==> config.mk <==
export PLATFORM = sky130hd
export DESIGN_NAME = whac_fifo
export DESIGN_NICKNAME = d
export VERILOG_FILES = /design/src/rtl/whac_pkg.sv /design/src/rtl/whac_fifo.sv
export SDC_FILE = /design/constraint.sdc
export NUM_CORES = 1
export LEC_CHECK = 0
export ABC_CLOCK_PERIOD_IN_PS = 2100
export BUFFER_PORTS_ARGS = -buffer_cell sky130_fd_sc_hd__buf_4
export CAP_MARGIN = 25
export CORE_ASPECT_RATIO = 2
export CORE_MARGIN = 2
export CORE_UTILIZATION = 50
export DETAILED_ROUTE_END_ITERATION = 7
export PLACE_DENSITY = 0.7
export SLEW_MARGIN = 20
export SYNTH_ARGS = -nofsm -noshare
export SYNTH_HDL_FRONTEND = slang
export SYNTH_SLANG_ARGS = --single-unit
==> constraint.sdc <==
create_clock -name clk -period 2.1 [get_ports clk]
set_input_delay 0 -clock clk [delete_from_list [all_inputs] [get_ports clk]]
set_output_delay 0 -clock clk [all_outputs]
set_load 0.02 [all_outputs]
==> src/rtl/whac_pkg.sv <==
// ----------------------------------------------------------------------------
// whac_pkg
// Shared types and constants of the weighted histogram accumulator.
// ----------------------------------------------------------------------------
package whac_pkg;

    localparam logic [31:0] RANGE_MIN_RST = 32'h0000_0000;
    localparam logic [30:0] BIN_WIDTH_RST = 31'h0001_0000;
    localparam logic [31:0] INV_WIDTH_RST = 32'h0001_0000;
    localparam logic [8:0]  BIN_COUNT_RST = 9'd256;

    localparam logic [47:0] SUM_MAX = 48'h7FFF_FFFF_FFFF;
    localparam logic [47:0] SUM_MIN = 48'h8000_0000_0000;

    localparam int QDEPTH = 4;

    typedef enum logic [1:0] {
        CFG_RANGE_MIN = 2'd0,
        CFG_BIN_WIDTH = 2'd1,
        CFG_INV_WIDTH = 2'd2,
        CFG_BIN_COUNT = 2'd3
    } cfg_idx_t;

    typedef enum logic {
        CMD_ADD  = 1'b0,
        CMD_READ = 1'b1
    } whac_cmd_t;

    typedef struct packed {
        logic        is_read;
        logic [31:0] weight;
        logic [7:0]  read_index;
        logic        index_valid;
        logic [31:0] centre;
    } whac_job_t;

endpackage

==> src/rtl/whac_fifo.sv <==
// ----------------------------------------------------------------------------
// whac_fifo
// Short queue between the binning front end and the bin update engine.
// ----------------------------------------------------------------------------
module whac_fifo
    import whac_pkg::*;
#(
    parameter int W = 8
)
(
    input  logic         clk,
    input  logic         rst_n,
    input  logic         push,
    input  logic [W-1:0] push_data,
    output logic         full,
    input  logic         pop,
    output logic [W-1:0] pop_data,
    output logic         empty
);

    localparam int PW = $clog2(QDEPTH);
    localparam int CW = $clog2(QDEPTH + 1);

    logic [W-1:0]  mem_reg [QDEPTH];
    logic [PW-1:0] wr_ptr_reg;
    logic [PW-1:0] rd_ptr_reg;
    logic [CW-1:0] count_reg;

    assign full     = (count_reg == CW'(QDEPTH));
    assign empty    = (count_reg == '0);
    assign pop_data = mem_reg[rd_ptr_reg];

    always_ff @(posedge clk or negedge rst_n)
    begin
        if (!rst_n)
        begin
            wr_ptr_reg <= '0;
            rd_ptr_reg <= '0;
            count_reg  <= '0;
        end
        else
        begin
            if (push)
                wr_ptr_reg <= wr_ptr_reg + 1'b1;
            if (pop)
                rd_ptr_reg <= rd_ptr_reg + 1'b1;
            if (push && !pop)
                count_reg <= count_reg + 1'b1;
            else if (pop && !push)
                count_reg <= count_reg - 1'b1;
        end
    end

    always_ff @(posedge clk)
    begin
        if (push)
            mem_reg[wr_ptr_reg] <= push_data;
    end

endmodule

==> results.json <==
{
  "start_util_pct": 52.59,
  "rsz0062_at_grt": "false",
  "total_power_mw": 2.734,
  "routabilityCongestion": 0.6335,
  "worstSetupStartpointType": "flip-flop",
  "synth_nets": 94,
  "setup_viol_count_final": 0,
  "via_per_inst": 5.194,
  "layoutNonFillerInstCount": 144,
  "peakVddDrop_mv": 0.9132,
  "die_area_um2": 3583,
  "clk_path_buf_depth": 2,
  "place_inst": 125,
  "hold_violations": 0,
  "crit_path_max_fanout": 10,
  "synth_area_leader_cell": "edfxtp_1",
  "synth_xor_area_share_pct": 3.395,
  "path_clk_slew_ns": 0.08,
  "synth_top_area_share_pct": 62.09,
  "root_buffer": "clkbuf_8",
  "required_ns": 2.10,
  "finalWorstSetupSlack_ns": 0.3532,
  "n_antenna_cell": 0,
  "routed_wl_um": 2341,
  "syn_area_um2": 1548,
  "fin_crit_ns": 1.747,
  "grt_usage_pct": 15.07,
  "cts_inserted_buffers": 5,
  "min_path_type": "in2async",
  "postRouteAntennaNets": 0,
  "holdWs_ns": 0.08490,
  "synth_area_leaders": "edfxtp_1 (62%), mux4_2 (12%), dfrtp_1 (11%)",
  "ios": 22,
  "postPlaceCellArea_um2": 1727,
  "worst_slew_pin_slew_ns": 0.5662,
  "yosysSeqAreaShare_pct": 73.40,
  "firstDrtPassIters": 4,
  "avgSynthCellArea_um2": 20.36,
  "synth_mux_area_share_pct": 12.37,
  "drv_slew": 0,
  "slew_headroom_pct": 62.25,
  "cts.sinks": 39,
  "cts_setup_buffers": 0,
  "synth-simple-area-share_pct": 3.153,
  "core-area_um2": 2943,
  "tritoncts": "done",
  "die_w_um": 43.34,
  "ys_types": 17,
  "grt_antenna_before_repair": 0,
  "vias": 748,
  "final_core_util_pct": 66.92,
  "fin_crit_sh_pct": 83.18,
  "fmax_mhz": 572.5,
  "grt_pass1_vias": 773,
  "area_growth_pct": 27.24,
  "wl_per_cell_um": 16.26,
  "netlist_instances": 76,
  "rows": 28,
  "crit_type": "reg2out",
  "yosysWarnings": 0,
  "dp_hpwl_um": 1640,
  "layout-drive-gt1-share_pct": 32.46,
  "pre_cts_ws_ns": 0.6225,
  "portBuffers": 21,
  "status": "finished, final reports clean",
  "end_kind": "primary output",
  "fillers": 211,
  "synth_top_family_by_area": "multiplexers",
  "synth-compound-area-share_pct": 0.3234,
  "htree_levels": 2,
  "skew_ns": 0.006711,
  "grt_max_degree": 13,
  "drtIter0Drc": 20,
  "synthAdderAreaFrac_pct": 5.335,
  "grt_first_pass_wirelength_um": 3719,
  "fin_area_um2": 1969,
  "nets": 131,
  "clk_latency_ns": 0.29,
  "dieHeight_um": 82.68,
  "cp.arrival_ns": 1.75,
  "drc": 0,
  "power.leakage_nw": 0.7510,
  "tns_ns": 0,
  "grt-ovfl-total": 0,
  "ys_ff_latch": 39,
  "powerDensity_nw_per_um2": 1388,
  "maxCapViolCount": 0,
  "largest_register_ffs": 32
}
cells in the mapped netlist:
cell type,number
and2_1,4
buf_2,1
buf_6,1
dfrtp_1,7
edfxtp_1,32
fa_1,1
ha_1,5
inv_1,4
mux2_2,1
mux4_2,8
nand2_1,2
nor2_1,1
nor3_1,1
nor3b_1,1
o21ai_0,1
xnor2_1,2
xor2_1,4
power breakdown:
| group | leakage [nW] | switching, mW | internal (mW) |
|---|---|---|---|
| registers | 0.376 | 0.165 | 1.04 |
| logic | 0.310 | 0.377 | 0.426 |
| clock network | 0.0654 | 0.255 | 0.475 |
cell usage in the layout (no fill, tap or decap):
| cell type | synthesis | final |
|---|---|---|
| and2_1 | 4 | 4 |
| buf_4 | 0 | 21 |
| bufinv_16 | 0 | 2 |
| clkbuf_1 | 0 | 1 |
| clkbuf_8 | 0 | 5 |
| dfrtp_1 | 7 | 7 |
| dlygate4sd3_1 | 0 | 11 |
| edfxtp_1 | 32 | 32 |
| fa_1 | 1 | 1 |
| ha_1 | 5 | 5 |
| inv_1 | 4 | 4 |
| mux2_2 | 1 | 1 |
| mux4_2 | 8 | 8 |
| nand2_1 | 2 | 2 |
| nor2_1 | 1 | 1 |
| nor3_1 | 1 | 1 |
| nor3b_1 | 1 | 1 |
| o21ai_0 | 1 | 1 |
| xnor2_1 | 2 | 2 |
| xor2_1 | 4 | 4 |
timing repair:
item                       CTS  global route
hold endpoints to repair    42             0
resized for setup            0             0
setup endpoints to repair    0             0
hold buffers                11             0
per-layer routing:
metal	global-route usage (%)	vias to the layer above	part of all wire, %
li1	-	357	-
met1	16.77	365	40
met2	25.67	20	54
met3	4.783	6	4.2
met4	7.273	0	2.1
met5	0	-	0
critical path, cell delays in order, from the launching register on:
cell and delay (ns):
dfrtp_1 0.70, mux4_2 0.59, buf_4 0.17
final cells by class:
cell class / count / area (um^2) / share of cell area [%]
Sequential cell: 39 / 1136 / 57.69
Multi-Input combinational cell: 31 / 380.4 / 19.31
Timing Repair Buffer: 32 / 267.8 / 13.60
Clock buffer: 6 / 72.57 / 3.685
Clock inverter: 2 / 60.06 / 3.050
Tap cell: 30 / 37.54 / 1.906
Inverter: 4 / 15.01 / 0.7624
path summary, 6_finish.rpt:
path	slack (ns)	start	cells past startpoint	to
max	0.35	rd_ptr_reg[0]	2	pop_data[0]
min	0.08	rst_n	2	count_reg[0]
max reg2reg	0.69	count_reg[0]	4	count_reg[2]
min reg2reg	0.49	count_reg[2]	1	count_reg[2]
max in group asynchronous	1.89	rst_n	2	rd_ptr_reg[0]
min in group clk	0.45	push_data[3]	2	mem_reg[0][3]
cell families after synthesis:
| group | count (synthesis) |
|---|---|
| compound gates | 1 |
| fa+ha+maj | 6 |
| flops | 39 |
| xor+xnor | 6 |
| buf+inv | 6 |
| mux | 9 |
| simple gates | 9 |
No activity file was read; power rests on OpenSTA's default activity.
