## src/rtl/whac_pkg.sv

```systemverilog
// ----------------------------------------------------------------------------
// whac_pkg
// Shared types and constants of the weighted histogram accumulator.
// ----------------------------------------------------------------------------
package whac_pkg;

    localparam logic [31:0] RANGE_MIN_RST = 32'h0000_0000;
    localparam logic [30:0] BIN_WIDTH_RST = 31'h0001_0000;
    localparam logic [31:0] INV_WIDTH_RST = 32'h0001_0000;
    localparam logic [8:0]  BIN_COUNT_RST = 9'd256;

    localparam logic [47:0] SUM_MAX = 48'h7FFF_FFFF_FFFF;
    localparam logic [47:0] SUM_MIN = 48'h8000_0000_0000;

    localparam int QDEPTH = 4;

    typedef enum logic [1:0] {
        CFG_RANGE_MIN = 2'd0,
        CFG_BIN_WIDTH = 2'd1,
        CFG_INV_WIDTH = 2'd2,
        CFG_BIN_COUNT = 2'd3
    } cfg_idx_t;

    typedef enum logic {
        CMD_ADD  = 1'b0,
        CMD_READ = 1'b1
    } whac_cmd_t;

    typedef struct packed {
        logic        is_read;
        logic [31:0] weight;
        logic [7:0]  read_index;
        logic        index_valid;
        logic [31:0] centre;
    } whac_job_t;

endpackage

```

## src/rtl/whac_front.sv

```systemverilog
// ----------------------------------------------------------------------------
// whac_front
// Configuration registers and the two stage binning pipeline: offset from
// the range minimum, reciprocal multiply and bin centre product, then range
// check. Dropped adds go no further; kept words are pushed to the queue.
// ----------------------------------------------------------------------------
module whac_front
    import whac_pkg::*;
#(
    parameter int NUM_BINS = 256,
    parameter int IDXW     = 8
)
(
    input  logic            clk,
    input  logic            rst_n,
    input  logic            cfg_valid,
    input  logic [1:0]      cfg_index,
    input  logic [31:0]     cfg_data,
    input  logic            run,
    input  logic            in_valid,
    output logic            in_ready,
    input  logic            in_cmd,
    input  logic [31:0]     in_location,
    input  logic [31:0]     in_weight,
    input  logic [7:0]      in_read_index,
    input  logic            q_full,
    output logic            push,
    output logic [IDXW-1:0] push_bin,
    output whac_job_t       push_job
);

    logic [31:0] range_min_reg;
    logic [30:0] bin_width_reg;
    logic [31:0] inv_width_reg;
    logic [8:0]  bin_count_reg;

    logic        a_valid_reg;
    logic        a_cmd_reg;
    logic [32:0] a_diff_reg;
    logic [31:0] a_weight_reg;
    logic [7:0]  a_idx_reg;

    logic        b_valid_reg;
    logic        b_cmd_reg;
    logic        b_neg_reg;
    logic [31:0] b_bin_reg;
    logic [39:0] b_half_reg;
    logic [31:0] b_weight_reg;
    logic [7:0]  b_idx_reg;

    logic [8:0]  used;
    logic        inv_zero;
    logic        add_hit;
    logic        read_ok;
    logic        b_keep;
    logic        adv;
    logic        accept;
    logic [63:0] bin_prod;
    logic [39:0] half_prod;
    logic [31:0] centre;

    always_ff @(posedge clk or negedge rst_n)
    begin
        if (!rst_n)
        begin
            range_min_reg <= RANGE_MIN_RST;
            bin_width_reg <= BIN_WIDTH_RST;
            inv_width_reg <= INV_WIDTH_RST;
            bin_count_reg <= BIN_COUNT_RST;
        end
        else if (cfg_valid)
        begin
            unique case (cfg_idx_t'(cfg_index))
                CFG_RANGE_MIN: range_min_reg <= cfg_data;
                CFG_BIN_WIDTH: bin_width_reg <= cfg_data[30:0];
                CFG_INV_WIDTH: inv_width_reg <= cfg_data;
                CFG_BIN_COUNT: bin_count_reg <= cfg_data[8:0];
            endcase
        end
    end

    always_comb
    begin
        used      = (32'(bin_count_reg) > 32'(NUM_BINS)) ? 9'(NUM_BINS) : bin_count_reg;
        inv_zero  = (inv_width_reg == 32'd0);
        // a zero reciprocal gives bin 0, still subject to the bins in use
        add_hit   = (inv_zero || !b_neg_reg) && (b_bin_reg < {23'd0, used});
        read_ok   = ({1'b0, b_idx_reg} < used);
        b_keep    = b_cmd_reg || add_hit;
        adv       = !b_valid_reg || !b_keep || !q_full;
        in_ready  = run && adv;
        accept    = in_valid && in_ready;
        bin_prod  = 64'(a_diff_reg[31:0]) * 64'(inv_width_reg);
        half_prod = 40'(bin_width_reg) * 40'({a_idx_reg, 1'b1});
        centre    = range_min_reg + b_half_reg[32:1];
    end

    always_ff @(posedge clk or negedge rst_n)
    begin
        if (!rst_n)
        begin
            a_valid_reg <= 1'b0;
            b_valid_reg <= 1'b0;
        end
        else if (adv)
        begin
            a_valid_reg <= accept;
            b_valid_reg <= a_valid_reg;
        end
    end

    always_ff @(posedge clk)
    begin
        if (accept)
        begin
            a_cmd_reg    <= in_cmd;
            a_diff_reg   <= {in_location[31], in_location} - {range_min_reg[31], range_min_reg};
            a_weight_reg <= in_weight;
            a_idx_reg    <= in_read_index;
        end
        if (adv && a_valid_reg)
        begin
            b_cmd_reg    <= a_cmd_reg;
            b_neg_reg    <= a_diff_reg[32];
            b_bin_reg    <= bin_prod[63:32];
            b_half_reg   <= half_prod;
            b_weight_reg <= a_weight_reg;
            b_idx_reg    <= a_idx_reg;
        end
    end

    always_comb
    begin
        push                 = b_valid_reg && b_keep && !q_full;
        push_job.is_read     = b_cmd_reg;
        push_job.weight      = b_weight_reg;
        push_job.read_index  = b_idx_reg;
        push_job.index_valid = read_ok;
        push_job.centre      = read_ok ? centre : 32'd0;
        if (b_cmd_reg)
            push_bin = IDXW'(b_idx_reg);
        else if (inv_zero)
            push_bin = '0;
        else
            push_bin = IDXW'(b_bin_reg);
    end

endmodule

```

## config.mk

```make
export PLATFORM = sky130hd
export DESIGN_NAME = whac_front
export DESIGN_NICKNAME = d
export VERILOG_FILES = /design/src/rtl/whac_pkg.sv /design/src/rtl/whac_front.sv
export SDC_FILE = /design/constraint.sdc
export NUM_CORES = 2
export LEC_CHECK = 0
export ABC_AREA = 0
export BUFFER_PORTS_ARGS = -buffer_cell sky130_fd_sc_hd__clkbuf_2
export CORE_UTILIZATION = 60
export DETAILED_ROUTE_END_ITERATION = 12
export PLACE_DENSITY = 0.86
export RECOVER_POWER = 25
export SETUP_SLACK_MARGIN = 0.1
export SYNTH_ARGS = -nofsm -noshare
export SYNTH_HDL_FRONTEND = slang
export SYNTH_SLANG_ARGS = --single-unit
```

## constraint.sdc

```tcl
create_clock -name clk -period 17.6 [get_ports clk]
set_input_delay 0 -clock clk [delete_from_list [all_inputs] [get_ports clk]]
set_output_delay 0 -clock clk [all_outputs]
set_load 0.01 [all_outputs]
```

==> impl_summary.log <==
[metrics] result of the run: finished, violations left
[metrics] failing checks: max-capacitance violations, max-slew violations
[metrics] GR met2 Demand/Resource: between 50% and 60%
[metrics] endpoint type of the worst setup path: flip-flop
[metrics] clock tree from TritonCTS: built
[metrics] Crit Path Class: flip-flop to flip-flop
[metrics] DP Wirelength: about 110000 µm
[metrics] highest-count cells in the layout ignoring fill and taps: inv_1 (1133), fa_1 (1082), and2_1 (699)
[metrics] I/O pins: a little under 200
[metrics] Setup Fix Bufs, Post-CTS: 0
[metrics] CTS root buf: clkbuf_16
[metrics] antenna violations before repair: 7
[metrics] worst endpoint required time: around 18 ns
[metrics] DRT Wirelength: ~150000 µm
[metrics] number of distinct library cell variants in the gate-level netlist after synthesis: 70
[metrics] layer carrying the most global-route usage: met2
[metrics] clock latency of the later-clocked register in the worst-skew pair: roughly 0.62 ns
[metrics] total setup violations reported at the end of the flow: 0
[metrics] Reg clk slew, reported paths: roughly 0.070 ns
[metrics] async set-or-reset flop fraction in the synthesized netlist: 37.06%
[metrics] last weighted congestion value of the routability-driven placer: 0.9682
[metrics] number of input and output port buffers inserted: just under 200
[metrics] flop and latch count out of synthesis: ~290
[metrics] clock net sink count: roughly 290
[metrics] setup repair after global routing missed its margin: false
[metrics] drt via density: 5.990
[metrics] number of non-filler instances in the completed layout: roughly 6800
[metrics] total of fill cells in the finished design: approximately 6400
[metrics] number of pins exceeding their max-slew limit in the final report: between 50 and 60
[metrics] count of synthesis-stage warnings from yosys: 0
[metrics] vias in the first global route: about 45000
[metrics] Initial Util: 60.88%
[metrics] met1 demand-to-capacity share in global routing: between 40% and 50%
[metrics] most common cell after layout, fill and taps aside: inv_1
[metrics] Total Routing Usage GR: a little over a third
[metrics] vertical extent of the die: approximately 300 µm
[metrics] Worst R2R Setup Slack: 8.90 ns
[metrics] maximum fanout along the worst path: 18
[metrics] via count: 40650
[metrics] proportion of layout cells with a drive suffix above 1: approximately 7.5%
[metrics] transition time at the pin with the least slew margin: 3.503 ns
[metrics] total number of nets in the final design: roughly 7200
[metrics] worst clock skew: roughly 0.045 ns
[metrics] area used by multi-input combinational logic: slightly below 40000 µm²
[metrics] hold-fix buffer count after cts: around 100
[metrics] Wirelength per Cell: around 23 µm
[metrics] number of clock buffers inserted by TritonCTS: 31
[metrics] DRT antenna net count: 0
[metrics] global-route wire length before repair: ~240000 µm
[metrics] hold violation total from the final report: 0
[metrics] sequential area share after synthesis: 15.19%
[metrics] Worst Path Arrival: 9.03 ns
[metrics] number of resized instances in the post-cts repair step: 0
[metrics] Primary FF master, synth: edfxtp_1
[metrics] maxcap violations: 1
[metrics] max reg flops: 33
[metrics] DIE AREA: 89630 µm²
[metrics] worst max-slew margin expressed relative to the limit: -133.5%
[metrics] maximum number of pins on one net before global-route repair: between 70 and 80
[metrics] sum of negative setup slack: 0 ns
[metrics] Mapped Avg Cell Area: roughly 9.7 µm²
[metrics] Remaining DRCs: 0
[metrics] GR Overflow Total: 0
[metrics] P&R area growth vs syn: 7.617%
[metrics] final critical path time including I/O delays and setup: a little under 9 ns
[metrics] final worst path period share: about half
[metrics] worst hold path class: input pin to flip-flop
[metrics] storage element area: around 8100 µm²
[metrics] maximum frequency from static timing analysis: around 0.11 GHz
[metrics] met3 usage in global routing: around 9%
[metrics] width of the chip: between 200 and 300 µm
[metrics] total placed cells including tap cells: 6617
[metrics] share of the core filled with cells in the final layout: roughly 66%
[metrics] count of flip-flops with a built-in enable after synthesis: 180
[metrics] core box area: approximately 87000 µm²
[metrics] cell area after synthesis: ~53000 µm²
[metrics] CTS HTree Levels: 1
[metrics] number of instances in the synthesized netlist: between 5000 and 6000
[metrics] first-pass detailed-route iteration total: 8
[metrics] maximum clock path buffer count: 3
[metrics] post-synth net total: between 7000 and 8000
[metrics] site row count: about 110
[metrics] crit path launch type: flip-flop
[metrics] violation count after the first detailed-routing iteration: between 3000 and 4000
## final cells by class
class | instances | share of cell area, %
antenna | 9 | 0.03944
clock buffer | 39 | 1.501
multi-input combinational | 3768 | 69.53
clock inverter | 17 | 0.2892
inverter | 1134 | 7.454
tap | 1155 | 2.531
timing repair buffer | 377 | 4.538
sequential | 286 | 14.12
## synth_stat cells (21+ instances only)
cell type | instances | area (µm²)
a21o_1 | 83 | 623.1
a21oi_1 | 121 | 605.6
and2_1 | 700 | 4379
clkbuf_1 | 272 | 1021
dfrtp_1 | 103 | 2577
edfxtp_1 | 180 | 5405
fa_1 | 1082 | 21660
ha_1 | 380 | 4755
inv_1 | 1133 | 4253
mux2_2 | 74 | 833.3
nand2_1 | 685 | 2571
nand3_1 | 25 | 125.1
nand4_1 | 27 | 168.9
nor2_1 | 85 | 319.1
o21a_1 | 21 | 157.7
o21ai_0 | 101 | 505.5
xnor2_1 | 82 | 718.2
xor2_1 | 40 | 350.3
## worst max-delay path, stage by stage, from the launching register on
cell and delay [ns]:
dfrtp_1 0.86, buf_4 0.40, and2_1 0.20, fa_1 0.41, inv_1 0.08, fa_1 0.46, fa_1 0.52, fa_1 0.52
inv_1 0.05, fa_1 0.57, fa_1 0.43, fa_1 0.51, inv_1 0.06, fa_1 0.49, inv_1 0.04, ha_1 0.37
nand2_1 0.14, nor3_1 0.34, a32o_1 0.40, o32ai_1 0.14, a21oi_1 0.29, a21oi_1 0.22, o311ai_0 0.57, a21oi_1 0.17
xnor2_1 0.16
## layer usage
| layer | wire [µm] | vias up |
|---|---|---|
| li1 | - | 16810 |
| met1 | 50370 | 20240 |
| met2 | 71380 | 2645 |
| met3 | 17230 | 958 |
| met4 | 14050 | 0 |
| met5 | 0 | - |
## final timing paths
check,startpoint,to,depth (start not counted)
setup reg to reg,inv_width_reg[13],b_bin_reg[31],24
hold / removal,in_location[25],a_diff_reg[25],4
max in group asynchronous,rst_n,bin_count_reg[3],3
setup / recovery,inv_width_reg[13],b_bin_reg[31],24
min in group asynchronous,rst_n,range_min_reg[13],2
hold reg to reg,a_weight_reg[29],b_weight_reg[29],0
## per-stage QoR
step                      cell area, µm²  setup slack, ns  hold slack [ns]
after floorplan                    53060            10.10          -0.2956
after global placement             55030            9.368           0.1296
after detailed placement           55030            9.179           0.1384
after CTS                          57090            9.160        0.0001276
after global routing               57100            8.765          0.01390
final                              57100            8.898          0.01330
## cell families (layout without fill, tap and decap cells)
kind of cell,after synthesis,count (layout),synth area share (%)
AO/OA/AOI/OAI,454,454,5.539
XOR/XNOR,122,122,2.014
adder cells (fa/ha/maj),1462,1462,49.78
buffers and inverters,1413,1567,10.01
flip-flops,286,286,15.19
multiplexers,75,75,1.589
other,0,9,0
AND/OR/NAND/NOR,1655,1655,15.87
Power is not shown: default switching activity piles up to over one toggle a cycle in this logic, so the estimate is an artifact.
